<file path="src/rtl/core/mafu_ram.sv">
// mafu_ram: generic simple dual-port RAM, one write and one registered read.
// No dependencies.
`timescale 1ns / 1ps

module mafu_ram #(
   parameter int WIDTH = 16,
   parameter int DEPTH = 256
) (
   input  logic                     clock,
   input  logic                     we,
   input  logic [$clog2(DEPTH)-1:0] waddr,
   input  logic [WIDTH-1:0]         wdata,
   input  logic                     re,
   input  logic [$clog2(DEPTH)-1:0] raddr,
   output logic [WIDTH-1:0]         rdata
);

   logic [WIDTH-1:0] mem [DEPTH];
   logic [WIDTH-1:0] rdata_ff;

   always_ff @(posedge clock) begin
      if (we) begin
         mem[waddr] <= wdata;
      end
      if (re) begin
         rdata_ff <= mem[raddr];
      end
   end

   assign rdata = rdata_ff;

endmodule

</file>
<file path="config.mk">
export PLATFORM = sky130hd
export DESIGN_NAME = mafu_ram
export DESIGN_NICKNAME = d
export VERILOG_FILES = /design/src/rtl/core/mafu_ram.sv
export SDC_FILE = /design/constraint.sdc
export NUM_CORES = 2
export LEC_CHECK = 0
export BUFFER_PORTS_ARGS = -buffer_cell sky130_fd_sc_hd__buf_2
export CAP_MARGIN = 15
export CORE_MARGIN = 8
export CORE_UTILIZATION = 45
export DETAILED_ROUTE_END_ITERATION = 8
export PLACE_DENSITY = 0.69
export SLEW_MARGIN = 20
export SYNTH_ARGS = -nofsm -noshare
export SYNTH_HDL_FRONTEND = slang
export SYNTH_SLANG_ARGS = --single-unit
</file>
<file path="constraint.sdc">
create_clock -name clock -period 3.9 [get_ports clock]
set_input_delay 0.195 -clock clock [delete_from_list [all_inputs] [get_ports clock]]
set_output_delay 0.195 -clock clock [all_outputs]
set_load 0.05 [all_outputs]
</file>
==> flow_results.xml <==
<?xml version="1.0" encoding="UTF-8"?>
<metrics>
  <group name="status">
    <metric name="run_status" unit="">completed</metric>
  </group>
  <group name="setup_path">
    <metric name="register_to_register_path_setup_slack" unit="ps">480</metric>
    <metric name="worst_r2r_startpoint" unit="">mem[8][8]</metric>
    <metric name="crit_fanout" unit="">1</metric>
    <metric name="worst-setup-path-type" unit="">register to register</metric>
    <metric name="critPathArrivalTime" unit="ps">4070</metric>
    <metric name="critical_path_required" unit="ps">4550</metric>
    <metric name="element_type_at_the_critical_path_start" unit="">register</metric>
    <metric name="rr_endpoint" unit="">rdata[8]</metric>
    <metric name="endpoint_kind" unit="">register</metric>
    <metric name="startpoint" unit="">mem[8][8]</metric>
    <metric name="ff2ff_path_depth" unit="">7</metric>
  </group>
  <group name="clocking">
    <metric name="root_buffer" unit="">sky130_fd_sc_hd__clkbuf_16</metric>
    <metric name="cts.hold.buffers_added" unit="">17</metric>
    <metric name="tritoncts.num_buffers" unit="">387</metric>
    <metric name="clock_latency_at_the_later_pin_of_the_worst_skew_pair" unit="ps">920</metric>
    <metric name="cts_tree" unit="">built</metric>
    <metric name="max-clock-path-buffers" unit="">4</metric>
    <metric name="sink_count_of_the_clock_tree" unit="">4112</metric>
    <metric name="htreeDepth" unit="">5</metric>
    <metric name="cts_post_setup_buffers_inserted" unit="">0</metric>
    <metric name="cts_resized" unit="">0</metric>
    <metric name="clk_pin_slew_worst_paths" unit="ps">60</metric>
  </group>
  <group name="timing">
    <metric name="setup_violations" unit="">0</metric>
    <metric name="layout_worst_path_cycle_share" unit="%">87.58</metric>
    <metric name="setup-tns-final" unit="ps">0</metric>
    <metric name="grt_setup_unrepaired" unit="">no</metric>
    <metric name="final_skew" unit="ps">43.80</metric>
    <metric name="finalHoldViolations" unit="">0</metric>
    <metric name="worst_hold_slack" unit="ps">86.90</metric>
    <metric name="post-route-min-period" unit="ps">3416</metric>
    <metric name="slew_violations" unit="">0</metric>
    <metric name="maxSlewHeadroom" unit="%">18.70</metric>
    <metric name="worst_pin_slew" unit="ps">1220</metric>
    <metric name="timing.fmax" unit="GHz">0.2928</metric>
  </group>
  <group name="routing">
    <metric name="drtPass1Iterations" unit="">6</metric>
    <metric name="final_antenna_net_count" unit="">0</metric>
    <metric name="drc_errors" unit="">0</metric>
    <metric name="wl_per_cell" unit="µm">31.54</metric>
    <metric name="detailedRoute.firstIterationViolations" unit="">11420</metric>
    <metric name="finalWirelength" unit="µm">410400</metric>
    <metric name="avgViaCountPerCell" unit="">6.137</metric>
    <metric name="vias" unit="">79830</metric>
  </group>
  <group name="layout">
    <metric name="fin_nets" unit="">7996</metric>
    <metric name="post_route_cells_drive_above_1_share" unit="%">25.70</metric>
    <metric name="fillerInstances" unit="">26820</metric>
    <metric name="final_cell_mix" unit="">sky130_fd_sc_hd__edfxtp_1, sky130_fd_sc_hd__mux4_2, sky130_fd_sc_hd__mux2i_1</metric>
    <metric name="area_growth_syn_to_layout" unit="%">13.89</metric>
    <metric name="most_common_library_cell_in_the_layout_ignoring_fill_and_taps" unit="">sky130_fd_sc_hd__edfxtp_1</metric>
  </group>
  <group name="floorplan">
    <metric name="floorplan.initialDensity" unit="%">45.12</metric>
    <metric name="die-area" unit="µm²">372300</metric>
    <metric name="floorplan.die.width" unit="µm">610.2</metric>
    <metric name="design.portCount" unit="">51</metric>
    <metric name="floorplan.die.height" unit="µm">610.2</metric>
    <metric name="placementRows" unit="">218</metric>
    <metric name="area_of_the_core_region" unit="µm²">352100</metric>
  </group>
  <group name="global_route">
    <metric name="grt_antenna_before_repair" unit="">21</metric>
    <metric name="grt_pass1_vias" unit="">78910</metric>
    <metric name="grt_first_pass_wirelength" unit="µm">580900</metric>
    <metric name="globalRouteOverflowTotal" unit="">0</metric>
    <metric name="grt_util_all_layers" unit="%">21.43</metric>
    <metric name="grt_max_degree" unit="">156</metric>
  </group>
  <group name="hold_path">
    <metric name="hold_path.class" unit="">input pin to register</metric>
    <metric name="min_from" unit="">waddr[1]</metric>
    <metric name="timing.hold.worst_endpoint" unit="">mem[163][3]</metric>
    <metric name="worstHoldPathCells" unit="">4</metric>
  </group>
  <group name="synthesis">
    <metric name="synth.distinct_cells" unit="">51</metric>
    <metric name="postSynth.asyncResetShare" unit="%">0</metric>
    <metric name="ys_warn_count" unit="">0</metric>
    <metric name="synth_enable_flop_cells" unit="">4112</metric>
    <metric name="synthesis.instances" unit="">7360</metric>
    <metric name="postSynth.topFlopCell" unit="">sky130_fd_sc_hd__edfxtp_1</metric>
    <metric name="postSynthNetCount" unit="">7395</metric>
    <metric name="yosysSeqAreaShare" unit="%">77.72</metric>
    <metric name="syn-mean-instance-area" unit="µm²">21.59</metric>
    <metric name="ys_seq_elements" unit="">4112</metric>
    <metric name="syn_area" unit="µm²">158900</metric>
  </group>
  <group name="placement">
    <metric name="gpl.final_weighted_congestion" unit="">0.8899</metric>
    <metric name="hpwlAfterDp" unit="µm">247400</metric>
    <metric name="port_buffer_count" unit="">50</metric>
  </group>
  <group name="power_and_ir_drop">
    <metric name="totalPowerFinal" unit="mW">91.26</metric>
    <metric name="max-vdd-ir-drop" unit="V">0.0003690</metric>
    <metric name="power.static_leakage" unit="nW">57.48</metric>
    <metric name="pwr_density_cell" unit="nW/µm²">504.4</metric>
  </group>
  <group name="run">
    <metric name="max_cap_violations" unit="">0</metric>
  </group>
</metrics>
==> critical path, stage by stage (launching register included) <==
cell	delay (ps)
sky130_fd_sc_hd__edfxtp_1	360
sky130_fd_sc_hd__mux4_2	460
sky130_fd_sc_hd__mux2_2	320
sky130_fd_sc_hd__a22oi_1	470
sky130_fd_sc_hd__nand2_1	270
sky130_fd_sc_hd__o32ai_1	960
sky130_fd_sc_hd__buf_4	250
sky130_fd_sc_hd__nor4_1	60
==> where the power goes <==
group	internal, mW	switching [mW]	total, mW	leakage (nW)
logic	1.65	3.04	4.69	14.4
clock network	21.7	16.0	37.8	6.15
registers	48.7	0.0776	48.8	37.0
==> layer usage <==
layer | track usage (%) | part of all wire (%)
met1 | 28.31 | 37
met2 | 35.19 | 49
met3 | 4.447 | 9.9
met4 | 8.190 | 4.3
met5 | 0.2582 | 0.052
==> metrics by stage <==
stage / setup slack, ps / cell area (µm²) / utilization [%] / instances
after floorplan: 1456 / 158900 / - / 7360
after global placement: -52.29 / 168100 / 47.74 / 12280
after detailed placement: -72.86 / 168100 / 47.74 / 12280
after CTS: 548.9 / 180900 / 51.37 / 13000
after global routing: 417.5 / 180900 / 51.38 / 13000
final: 484.4 / 180900 / 51.38 / 13010
==> state kept, by name, summed over array words and instances, names as in the netlist <==
name / count
mem: 4096
rdata: 16
==> kinds of logic (layout without fill, tap and decap cells) <==
| group | after synthesis | in the layout | share of synthesized area, % |
|---|---|---|---|
| compound gates | 786 | 786 | 3.534 |
| buf+inv | 456 | 1364 | 1.692 |
| flops | 4112 | 4112 | 77.72 |
| mux | 1450 | 1450 | 15.48 |
| other cells | 0 | 11 | 0 |
| simple gates | 556 | 556 | 1.573 |
==> synth_stat cells (all sizes together), types with 5 or more instances <==
cell type	n	area (µm²)
a211oi	18	135.1
nand4	26	162.7
and3	11	68.82
o22ai	148	925.9
mux4	797	17950
clkbuf	230	863.3
a2111oi	6	52.55
nor3	92	460.4
nor2b	9	56.30
buf	222	1809
a221oi	28	245.2
a22oi	43	322.8
o221ai	253	2222
mux2	88	991.0
nand3	35	175.2
nor2	304	1141
nand2	38	142.6
o32ai	21	191.4
o21ai	38	190.2
mux2i	565	5655
or2	5	31.28
a22o	32	280.3
nor4	18	118.9
o31ai	16	120.1
a21oi	175	875.8
a31oi	6	37.54
edfxtp	4112	123500
==> final cells by class <==
| cell class | instances | area [µm²] | share of cell area, % |
|---|---|---|---|
| Inverter | 4 | 27.53 | 0.01521 |
| Multi-Input combinational cell | 2792 | 32830 | 18.14 |
| Clock buffer | 458 | 10120 | 5.594 |
| Tap cell | 4730 | 5918 | 3.271 |
| Timing Repair Buffer | 664 | 6063 | 3.351 |
| Sequential cell | 4112 | 123500 | 68.24 |
| Clock inverter | 238 | 2472 | 1.366 |
| Antenna cell | 11 | 27.53 | 0.01521 |
==> how the worst max path moves through the flow <==
stage | cells past startpoint | end
3_5_place_dp | 8 | rdata[14]
6_report | 7 | rdata[8]
5_1_grt | 7 | rdata[8]
4_1_cts | 7 | rdata[8]
2_1_floorplan | 8 | rdata[4]
3_3_place_gp | 8 | rdata[14]
Note: power is estimated with default switching activity, not from simulation.
